$ cat config.mk
export PLATFORM = sky130hd
export DESIGN_NAME = sacl_lookup
export DESIGN_NICKNAME = d
export VERILOG_FILES = /design/src/sacl_pkg.sv /design/src/sacl_lookup.sv
export SDC_FILE = /design/constraint.sdc
export NUM_CORES = 1
export LEC_CHECK = 0
export ABC_AREA = 0
export BUFFER_PORTS_ARGS = -buffer_cell sky130_fd_sc_hd__clkbuf_2
export CORE_MARGIN = 2
export CORE_UTILIZATION = 41
export DETAILED_ROUTE_END_ITERATION = 8
export PLACE_DENSITY = 0.76
export SLEW_MARGIN = 10
export SYNTH_ARGS = -nofsm -noshare
export SYNTH_HDL_FRONTEND = slang
export SYNTH_SLANG_ARGS = --single-unit
$ cat constraint.sdc
create_clock -name vclk -period 11.63
set_clock_uncertainty 0.2 [all_clocks]
set_input_delay 2.9075 -clock vclk [all_inputs]
set_output_delay 2.9075 -clock vclk [all_outputs]
set_load 0.01 [all_outputs]
$ cat src/sacl_pkg.sv
`default_nettype none

package sacl_pkg;

  localparam int NUM_SETS          = 64;
  localparam int NUM_WAYS          = 4;
  localparam int BLOCK_OFFSET_BITS = 6;
  localparam int ADDRESS_BITS      = 32;

  localparam int SET_W  = (NUM_SETS > 1) ? $clog2(NUM_SETS) : 1;
  localparam int WAY_W  = (NUM_WAYS > 1) ? $clog2(NUM_WAYS) : 1;
  localparam int AGE_W  = WAY_W;
  localparam int TAG_W  = ADDRESS_BITS - BLOCK_OFFSET_BITS - SET_W;
  localparam int FIELD_W = 32;

  localparam logic CMD_LOAD  = 1'b0;
  localparam logic CMD_STORE = 1'b1;

  typedef logic [TAG_W-1:0] tag_t;
  typedef logic [SET_W-1:0] set_idx_t;
  typedef logic [WAY_W-1:0] way_idx_t;
  typedef logic [AGE_W-1:0] age_t;

  // one RAM row holds the whole state of a set except the valid bits
  typedef struct packed {
    logic [NUM_WAYS-1:0][TAG_W-1:0] tag;
    logic [NUM_WAYS-1:0]            dirty;
    logic [NUM_WAYS-1:0][AGE_W-1:0] age;
  } set_row_t;

  localparam int ROW_W = $bits(set_row_t);

  typedef struct packed {
    logic     hit;
    way_idx_t way;
    logic     writeback;
    tag_t     victim_tag;
  } lookup_t;

  function automatic logic [FIELD_W-1:0] block_addr(tag_t tag, set_idx_t set_idx);
    logic [ADDRESS_BITS-1:0] a;
    a = {tag, set_idx, {BLOCK_OFFSET_BITS{1'b0}}};
    return FIELD_W'(a);
  endfunction

endpackage

`default_nettype wire

$ cat src/sacl_lookup.sv
`default_nettype none

module sacl_lookup (
  input  wire logic                              store,
  input  wire sacl_pkg::tag_t                    tag,
  input  wire logic [sacl_pkg::NUM_WAYS-1:0]     set_valid,
  input  wire sacl_pkg::set_row_t                row,
  output sacl_pkg::lookup_t                      res,
  output sacl_pkg::set_row_t                     row_next,
  output logic      [sacl_pkg::NUM_WAYS-1:0]     set_valid_next
);

  import sacl_pkg::*;

  logic     hit;
  logic     any_inv;
  way_idx_t hit_way;
  way_idx_t inv_way;
  way_idx_t lru_way;
  age_t     lru_age;
  way_idx_t way;
  logic [AGE_W:0] old_age;

  always_comb begin
    hit     = 1'b0;
    any_inv = 1'b0;
    hit_way = '0;
    inv_way = '0;
    lru_way = '0;
    lru_age = row.age[0];
    for (int i = 0; i < NUM_WAYS; i++) begin
      if (!hit && set_valid[i] && row.tag[i] == tag) begin
        hit     = 1'b1;
        hit_way = WAY_W'(i);
      end
      if (!any_inv && !set_valid[i]) begin
        any_inv = 1'b1;
        inv_way = WAY_W'(i);
      end
      if (i != 0 && row.age[i] > lru_age) begin
        lru_age = row.age[i];
        lru_way = WAY_W'(i);
      end
    end

    priority if (hit) begin
      way = hit_way;
    end else if (any_inv) begin
      way = inv_way;
    end else begin
      way = lru_way;
    end

    res.hit        = hit;
    res.way        = way;
    res.writeback  = !hit && !any_inv && row.dirty[way];
    res.victim_tag = row.tag[way];

    // an invalid way counts as older than every valid one
    old_age = set_valid[way] ? {1'b0, row.age[way]} : (AGE_W+1)'(NUM_WAYS);

    row_next       = row;
    set_valid_next = set_valid;
    for (int i = 0; i < NUM_WAYS; i++) begin
      if (WAY_W'(i) == way) begin
        row_next.age[i] = '0;
      end else if (set_valid[i] && {1'b0, row.age[i]} < old_age) begin
        row_next.age[i] = row.age[i] + 1'b1;
      end
    end
    set_valid_next[way] = 1'b1;
    if (hit) begin
      row_next.dirty[way] = row.dirty[way] | store;
    end else begin
      row_next.tag[way]   = tag;
      row_next.dirty[way] = store;
    end
  end

endmodule

`default_nettype wire

==> impl_results.md <==
- Outcome: finished clean
- Tot GR Track Use: 0.314
- Cells after synthesis: ~560
- Diode count: 0
- Area Growth Syn to Fin: 28.6%
- Clock power share: 0
- Setup violators final: 0
- Setup crit start kind: input pin
- Worst Min Path Start: row[11]
- Power per cell area: ~52 nW/µm²
- Sw Ratio: 0.581
- CORE AREA: between 9000 and 10,000 µm²
- Max IR drop VDD: between 0.03 and 0.04 mV
- Synth Warn #: 0
- Critical Path Start: row[2]
- Initial antenna violation count: 0
- Pint: approximately 110 µW
- Final period util: 0.965
- IO Count: about 240
- Avg WL per Cell: between 20 and 25 µm
- Post-synthesis sequential area ratio: 0
- Synthesized area: about 4000 µm²
- CP peak stage delay: 710 ps
- Reg area: 0 µm²
- Synth Area in Compound Gates: 0.242
- Sequential Power Share: 0
- Drc violations: 0
- Setup TNS: 0 ps
- Number of fill cells in the layout: ~1,000
- Post-route cell area: 5200 µm²
- Crit-path most repeated cell: ha_1
- Placed Area: 5190 µm²
- Final net count: approximately 900
- Iter 0 DRT Violations: 286
- Worst hold path class: in -> out
- Die W: 103 µm
- Setup crit end kind: primary output
- Largest family of logic cells by synthesized area: compound AO/OA/AOI/OAI gates
- Post-synthesis mux area share: 0.223
- Synth cell types: 55
- Max Fclk: around 90 MHz
- Largest net degree at the start of global routing: 44
- Adder-Cell Fraction of Synth Area: 0.0371
- Fin cells: approximately 900
- Synth Area per Inst: 7.27 µm²
- Routed wire length: 17,900 µm
- CP arrival: just over 8000 ps
- Unrepaired setup endpoints after global routing: no
- Gpl congestion: approximately 1.1
- Leak Pwr: approximately 2.3 nW
- Vias in the first global route: between 4,000 and 5,000
- Most common cell after layout, fill and taps aside: clkbuf_2
- Layout cell share with drive strength beyond 1: 0.464
- Final min period: around 11,000 ps
- Maximum Capacitance Violations: 0
- Die height: a little over 100 µm
- Post-Synth Simple-Gate Area: 0.231
- DR pass1 iterations: 4
- First-pass GRT wire length: 26,400 µm
- Vias per cell: 6.12
- Clock buf count: 0
- Slowest stage cell on the critical path: nand2_1
- Commonest non-fill, non-tap cells in the layout: clkbuf_2 (237), mux2_2 (80), xnor2_1 (66)
- Logic gate share of total power: 1.000
- Gr ovfl total: 0
- Worst slew margin: 0.306
- Post-route ant nets: 0
- Total power: ~270 µW
- Max FO, Critical Path: 28
- PortBufs: 237
- Effective utilization at floorplan: 0.418
- Count of final hold-check violations: 0
- Post-Route Utilization: 0.537
- Syn_nets: 685
- Via Count: 5,412
- Flip-flop and latch count: 0
- Post-Synth XOR/XNOR Area: 0.173
- Psw: about 160 µW
- Cell chain of the critical path: clkbuf_2 > inv_1 > ha_1 > nor3_1 > a211o_1 > a21oi_1 > ha_1 > nor2b_1 > or2_2 > o21ai_0 > ha_1 > nor2b_1 > o21ai_0 > a31oi_1 > o311ai_4 > inv_4 > buf_4 > nor3_2 > nand2_1 > mux2_2 > clkbuf_2
- Hpwl dp: 14,700 µm
- Slew Limit Fails: 0
- CP Data Required Time: 8520 ps
- Die area: roughly 11,000 µm²
- # placed instances: approximately 900
- Worst slew pin tran: ~1000 ps
- Kind of critical path: in -> out
- Num rows: 36
- Post-CTS setup buffer count: 0
==> final timing paths <==
check,end,slack [ps],cells after the start
min,row_next[11],5920,4
max,row_next[45],410,21
==> layout make-up <==
type	count	area [µm²]	area share
inverters	15	58.8	0.0113
multi-input cells	486	3680	0.708
well taps	133	166	0.0320
repair buffers	251	1290	0.248
==> cell families after synthesis <==
logic type	after synthesis
muxes	80
xor gates and xnor gates	80
adders and majority gates	12
and+or+nand+nor	179
AOI/OAI and AO/OA	135
buffers and inverters	70
==> power groups by stage <==
stage                     registers [mW]  logic (mW)  clock network (mW)
after floorplan                        0       0.165                   0
after global placement                 0       0.265                   0
after detailed placement               0       0.268                   0
after CTS                              0       0.269                   0
after global routing                   0       0.292                   0
final                                  0       0.272                   0
==> what timing repair did <==
item / 4_1_cts / 5_1_grt
endpoints found under the setup margin: 0 / 1
gates resized for setup: 0 / 1
hold buffers: 0 / 0
==> metrics by stage <==
stage	worst slack, ps	hold slack (ps)
after global routing	74.5	5950
after CTS	448	5930
after floorplan	1150	5730
after global placement	539	5920
final	406	5920
after detailed placement	449	5930
==> layer usage <==
metal,vias to the layer above,share of wire,GRT usage
li1,2486,-,-
met1,2542,0.39,0.400
met2,315,0.49,0.551
met3,69,0.068,0.0249
met4,0,0.047,0.122
met5,-,0,0
==> worst max-delay path, delay by kind of cell <==
family,cells,cell delay [ps]
AOI/OAI and AO/OA,6,1530
adders and majority gates,3,780
buffers and inverters,5,690
muxes,1,530
and+or+nand+nor,6,1670
==> synthesized netlist by cell type (9+ instances only) <==
cell,count,area share
xor2_1,14,0.030
nand3_1,16,0.020
a21boi_0,20,0.037
buf_6,9,0.025
nor2_1,20,0.019
ha_1,12,0.037
xnor2_1,66,0.14
clkbuf_1,14,0.013
nand4_1,30,0.046
buf_2,27,0.033
nand2_1,64,0.059
o2111ai_1,11,0.024
nor4_1,10,0.015
a31oi_1,24,0.037
a21oi_1,9,0.011
mux2_2,80,0.22
inv_1,13,0.012
o21ai_0,16,0.020
a211oi_1,25,0.046
Power figures use the tool's default switching activity.
