===== src/sacl_ram.sv =====
`default_nettype none

module sacl_ram #(
  parameter int WIDTH = 8,
  parameter int DEPTH = 64
) (
  input  wire logic                     clk,
  input  wire logic                     we,
  input  wire logic [$clog2(DEPTH)-1:0] waddr,
  input  wire logic [WIDTH-1:0]         wdata,
  input  wire logic                     re,
  input  wire logic [$clog2(DEPTH)-1:0] raddr,
  output logic      [WIDTH-1:0]         rdata
);

  logic [WIDTH-1:0] mem [DEPTH];

  // read-first: a read at the written address returns the old word
  always_ff @(posedge clk) begin
    if (we) begin
      mem[waddr] <= wdata;
    end
    if (re) begin
      rdata <= mem[raddr];
    end
  end

endmodule

`default_nettype wire


===== config.mk =====
export PLATFORM = sky130hd
export DESIGN_NAME = sacl_ram
export DESIGN_NICKNAME = d
export VERILOG_FILES = /design/src/sacl_ram.sv
export SDC_FILE = /design/constraint.sdc
export NUM_CORES = 1
export LEC_CHECK = 0
export ABC_AREA = 1
export BUFFER_PORTS_ARGS = -buffer_cell sky130_fd_sc_hd__buf_2
export CAP_MARGIN = 20
export CORE_MARGIN = 1.5
export CORE_UTILIZATION = 57
export CTS_CLUSTER_SIZE = 28
export DETAILED_ROUTE_END_ITERATION = 16
export PLACE_DENSITY = 0.76
export SYNTH_ARGS = -nofsm -noshare
export SYNTH_HDL_FRONTEND = slang
export SYNTH_SLANG_ARGS = --single-unit

===== constraint.sdc =====
create_clock -name clk -period 1.7 [get_ports clk]
set_input_delay 0.085 -clock clk [delete_from_list [all_inputs] [get_ports clk]]
set_output_delay 0.085 -clock clk [all_outputs]
set_load 0.02 [all_outputs]

==> results.md, run 1 <==
* Status: completed
* Min Tclk post-route at approximately 1500 ps
* PwrDens at 1100 nW/um^2
* Top-count cell post-synth: nand2_1
* Clk slew on worst S/H paths at approximately 60 ps
* Largest net degree at the start of global routing at around 120
* CTS Buffer Depth at 3
* CP Launch Point: mem[37][2]
* Worst Reg-to-Reg Cells at 8
* FMAX at around 680 MHz
* DP Area at 22,500 sq um
* Placer Congestion at around 0.87
* Most frequent cells after synthesis: nand2_1 (648), edfxtp_1 (520), nand3_1 (439)
* DR DRC count at 0
* Cells after synthesis at 1,805
* Core area at 36,800 sq um
* Vias at roughly 14,000
* Met2 Wirelength at approximately 24,000 microns
* DR iter-0 viols at 2,089
* CTS buffer count at 51
* Met1 WL at just over 20,000 microns
* Depth of the CTS H-tree at 2
* Vias in the first global route at between 10,000 and 15,000
* Die W at 197 microns
* Relative slew slack at 0.421
* CP endpoint: rdata[2]
* Post-synth top flop: edfxtp_1
* I/O Buffers at 30
* FF-to-FF End: rdata[2]
* Tcrit/Tclk final at 0.868
* Synthesized area at ~21,000 sq um
* Startpoint types: flip-flop
* Max rail drop VDD at 0.845 mV
* Mean post-synth cell area at ~12 sq um
* Worst r2r src: mem[37][2]
* Synth cell types at 15
* WS Path Type: flip-flop to flip-flop
* Synthesis warning total at 0
* WL per Instance at between 20 and 25 microns
* Ports at 31
* Top layer in use: met5
* Worst slew pin tran at around 870 ps
* Fin. max-slew vios at 0
* Critical Path RT at roughly 2000 ps
* Die area at between 30,000 and 40,000 sq um
* Share of cells above drive strength 1 at 0.114
* Met3 WL at 5430 microns
* ANT nets after route at 0
* Initial antenna violation count at 5
* Synth top area share at 0.729
* Hold_sp: wdata[0]
* Total gr overflow at 0
* Post-place setup slack at -20.3 ps
* Max Cap Violations at 0
* Root Driver: clkbuf_16
* TritonCTS clock tree: yes
* LEAKAGE at between 0.008 and 0.009 uW
* Area delta synth->final at 12.2%
* Seq cells post-synth at 520
* Initial core utilization at 0.582
* Setup-failing EPs final at 0
* Final wirelength at 52,200 microns
* Hold Slack at ~24 ps
* Via-to-Cell Ratio at around 6
* Detailed Place HPWL at around 30,000 microns
* HP Class: primary input to flip-flop
* Final nets at 1,922
* Final Skew at about 13 ps
* Critical path arrival at around 1800 ps
* TritonCTS Sinks at between 500 and 600
* R2r setup slk at around 230 ps
* First-pass GRT wire length at between 70,000 and 80,000 microns
* Design Area, Final at ~24,000 sq um
* DR pass1 iterations at 6
* Register area share after synthesis at 0.729
* FFs w/ async S/R, synth at 0
* RSZ-0062 raised after global routing: false
* Top post-synthesis cells by area: edfxtp_1 (73%), nand2_1 (11%), nand3_1 (10%), buf_6 (1.8%), nor2_1 (0.98%)
* Die Ht at roughly 200 microns
* EDFF count, synth at between 500 and 600
* CP max FO at 1
* GRT Total Usage at 0.275
* Row cnt at 70
* Tot Pwr at ~26,000 uW
* Worst setup margin at 225 ps
* Post-layout util at 0.654
* Endpoints failing hold at 0
* Setup crit end kind: flip-flop
* Worst-Skew Late Latency at around 590 ps
* Area leader, netlist: edfxtp_1
* Syn_nets at 1,828
repair_timing:
| item | 4_1_cts | 5_1_grt |
|---|---|---|
| hold endpoints to repair | 29 | 0 |
| setup buffers | 0 | 0 |
| gates resized for setup | 0 | 0 |
| endpoints found under the setup margin | 0 | 0 |
| hold buffers | 3 | 0 |
kinds of logic (layout without fill, tap and decap cells):
group                  Yosys count  after routing  synth area share
DFF                            520            520             0.729
buffers and inverters          125            255            0.0401
and+or+nand+nor               1160           1160             0.231
other                            0              3                 0
state kept, by name (all words and copies together), names as in the netlist:
signal,cells
rdata,8
mem,512
metal layers:
metal / track usage / vias to the layer above
met2: 0.425 / 837
li1: - / 6545
met5: 0 / -
met1: 0.383 / 6933
met3: 0.0515 / 135
met4: 0.128 / 2
area by class of cell:
cell class / instances / area, sq um
Inverter: 12 / 52.6
Timing Repair Buffer: 154 / 1310
Clock inverter: 28 / 190
Multi-Input combinational cell: 1160 / 4950
Clock buffer: 61 / 1340
Antenna cell: 3 / 7.51
Sequential cell: 520 / 15600
Fill cell: 2649 / 12700
Tap cell: 468 / 586
cells in the final DEF, fill, tap and decap left out:
cell | Yosys | final
buf_12 | 0 | 17
buf_2 | 37 | 28
buf_4 | 14 | 105
buf_6 | 35 | 1
bufinv_16 | 0 | 2
clkbuf_1 | 15 | 9
clkbuf_16 | 0 | 52
clkinv_1 | 0 | 14
clkinv_2 | 0 | 9
clkinv_8 | 0 | 1
clkinvlp_4 | 0 | 1
diode_2 | 0 | 3
dlygate4sd3_1 | 0 | 3
edfxtp_1 | 520 | 520
inv_1 | 10 | 9
inv_2 | 1 | 1
inv_4 | 0 | 1
inv_6 | 1 | 2
nand2_1 | 648 | 648
nand3_1 | 439 | 439
nand4_1 | 9 | 9
nor2_1 | 56 | 56
nor4_1 | 8 | 8
through the flow:
step,std cells,setup TNS (ps)
2_1_floorplan,1805,-9670
4_1_cts,2403,0
3_5_place_dp,2311,-52.1
6_report,2406,0
3_3_place_gp,2311,0
5_1_grt,2406,0
worst max-delay path: stages (launching register included):
cell,delay (ps)
edfxtp_1,370
nand2_1,80
nand3_1,90
nand3_1,100
nand2_1,50
nand2_1,90
nand3_1,140
nand3_1,210
nand2_1,90
power by group:
group | total, uW | switching [uW] | internal [uW]
clock network | 10500 | 4620 | 5860
registers | 14300 | 43.4 | 14200
logic | 1730 | 1250 | 478
worst min-delay path by stage:
stage,endpoint,slack (ps),cells past startpoint
after floorplan,mem[0][0],180,0
after global placement,rdata[2],470,1
after detailed placement,rdata[2],480,1
after CTS,mem[62][0],10,2
after global routing,mem[62][0],30,2
final,mem[55][0],20,2
Note: power is estimated with default switching activity, not from simulation.
==> run 2: changes to the inputs <==
- CORE_UTILIZATION: 57 -> 50
- PLACE_DENSITY: 0.76 -> 0.68
==> run 2 against run 1 <==
Effect of this change:
- register-to-register slack got worse by 20 ps
- final area rose by 0.92%
- sequential power barely moved
- combinational power rose by 3%
==> results.md, run 2 (synthesis results as in run 1) <==
* Die W at 210 microns (+6.7%)
* Worst slew pin tran at 831 ps (-37.3 ps)
* Core area at 42,100 sq um (+15%)
* Status: completed
* TritonCTS clock tree: yes
* Startpoint types: flip-flop
* Hold_sp: wdata[4]
* Max Cap Violations at 0 (unchanged)
* Hold Path Stages at 2 (unchanged)
* Largest net degree at the start of global routing at 65 (-45%)
* Tot Pwr at 26,400 uW (-0.25%)
* DR DRC count at 0 (unchanged)
* Endpoints failing hold at 0 (unchanged)
* CTS Hold Bufs at 3 (unchanged)
* Final wirelength at 52,600 microns (+0.83%)
* FMAX at 667 MHz (-1.6%)
* Initial antenna violation count at 1 (-4)
* Row cnt at 75 (+7.1%)
* Worst r2r src: mem[46][1]
* HP Class: primary input to flip-flop
* Setup-failing EPs final at 0 (unchanged)
* First-pass GRT wire length at 80,800 microns (+1.5%)
* Critical Path RT at 2030 ps (about the same)
* Hold Slack at 21.3 ps (-3.03 ps)
* Relative slew slack at 0.446 (+0.0249)
* R2r setup slk at 200 ps (-20 ps)
* Worst Reg-to-Reg Cells at 8 (unchanged)
* Most common library cell in the layout ignoring fill and taps: nand2_1
* ANT nets after route at 0 (unchanged)
* CP max FO at 1 (unchanged)
* Fin. max-slew vios at 0 (unchanged)
* Worst-Skew Late Latency at 600 ps (about the same)
* Detailed Place HPWL at 30,900 microns (+1.6%)
* Vias in the first global route at 13,946 (+0.83%)
* Max rail drop VDD at 0.963 mV (+14%)
* Hold endpoint: mem[23][4]
* Final Skew at 22.1 ps (+9.21 ps)
* Post-place setup slack at -150 ps (-130 ps)
* Post-layout util at 0.576 (-0.0777)
* Total gr overflow at 0 (unchanged)
* Root Driver: clkbuf_16
* WL per Instance at 21.1 microns (-2.6%)
* Setup crit end kind: flip-flop
* Min Tclk post-route at 1500 ps (+24.0 ps)
* FF-to-FF End: rdata[1]
* Largest Register: mem
* Initial core utilization at 0.508 (-0.0739)
* Post-CTS sizing at 0 (unchanged)
* Commonest non-fill, non-tap cells in the layout: nand2_1 (648), edfxtp_1 (520), nand3_1 (439)
* CTS buffer count at 51 (unchanged)
* Die area at 44,100 sq um (+14%)
* Vias at 14,039 (-2.9%)
* RSZ-0062 raised after global routing: false
* Final nets at 1,931 (+0.47%)
* CTS Buffer Depth at 3 (unchanged)
* Ports at 31 (unchanged)
* Area delta synth->final at 13.3%
* DR pass1 iterations at 7 (+1)
* LEAKAGE at 0.00891 uW (+0.76%)
* Depth of the CTS H-tree at 2 (unchanged)
* Critical path arrival at 1820 ps (+20 ps)
* Biggest regs: mem x512, rdata x8
* Share of cells above drive strength 1 at 0.116 (+0.00214)
* GRT Total Usage at 0.244 (-0.0313)
* Clk slew on worst S/H paths at 60 ps (about the same)
* Via-to-Cell Ratio at 5.64 (-6.2%)
* Die Ht at 210 microns (+6.7%)
* Worst setup margin at 201 ps (-24.0 ps)
* Max reg flops at 512 (unchanged)
* TritonCTS Sinks at 520 (unchanged)
* Tcrit/Tclk final at 0.882 (+0.0141)
* WS Path Type: flip-flop to flip-flop
* Setup TNS at 0 ps (unchanged)
* PwrDens at 1090 nW/um^2 (-1.2%)
* Post-CTS setup buffer count at 0 (unchanged)
* I/O Buffers at 30 (unchanged)
* DR iter-0 viols at 1,561 (-25%)
* Placer Congestion at 0.812 (-6.5%)
[run 2: worst max-delay path by stage]
| stage | slack [ps] | startpoint | cells after the start | to |
|---|---|---|---|---|
| floorplan | -150 | we | 3 | mem[48][0] |
| CTS | 210 | mem[55][1] | 8 | rdata[1] |
| finish | 200 | mem[46][1] | 8 | rdata[1] |
| detailed placement | -150 | raddr[0] | 12 | rdata[5] |
| global route | 100 | mem[37][1] | 8 | rdata[1] |
| global placement | -120 | raddr[0] | 12 | rdata[5] |
[run 2: layer usage]
layer,up-vias,global-route usage,part of all wire
met1,6778,0.327,0.40
li1,6573,-,-
met2,601,0.404,0.48
met3,87,0.0431,0.088
met4,0,0.0848,0.026
met5,-,0,0
[run 2: area by class of cell]
| class | instances | area (sq um) |
|---|---|---|
| antenna | 1 | 2.50 |
| clock buffer | 68 | 1360 |
| clock inverter | 28 | 159 |
| fill | 3353 | 17900 |
| inverter | 12 | 52.6 |
| multi-input combinational | 1160 | 4950 |
| sequential | 520 | 15600 |
| tap | 539 | 674 |
| timing repair buffer | 163 | 1450 |
[run 2: critical path: stages (launching register included)]
cell	delay (ps)
edfxtp_1	370
nand2_1	70
nand3_1	80
nand3_1	140
nand2_1	60
nand2_1	50
nand3_1	110
nand3_1	250
nand2_1	90
[run 2: per-stage QoR]
| step | area [sq um] | std cells |
|---|---|---|
| 6_report | 24300 | 2491 |
| 5_1_grt | 24300 | 2491 |
| 4_1_cts | 24300 | 2490 |
| 3_5_place_dp | 22700 | 2391 |
| 3_3_place_gp | 22700 | 2391 |
| 2_1_floorplan | 21400 | 1805 |
[run 2: report_power, final]
part           internal, uW  switching [uW]  total, uW
clock                  5770            4620      10400
combinational           514            1260       1780
sequential            14200            30.4      14200
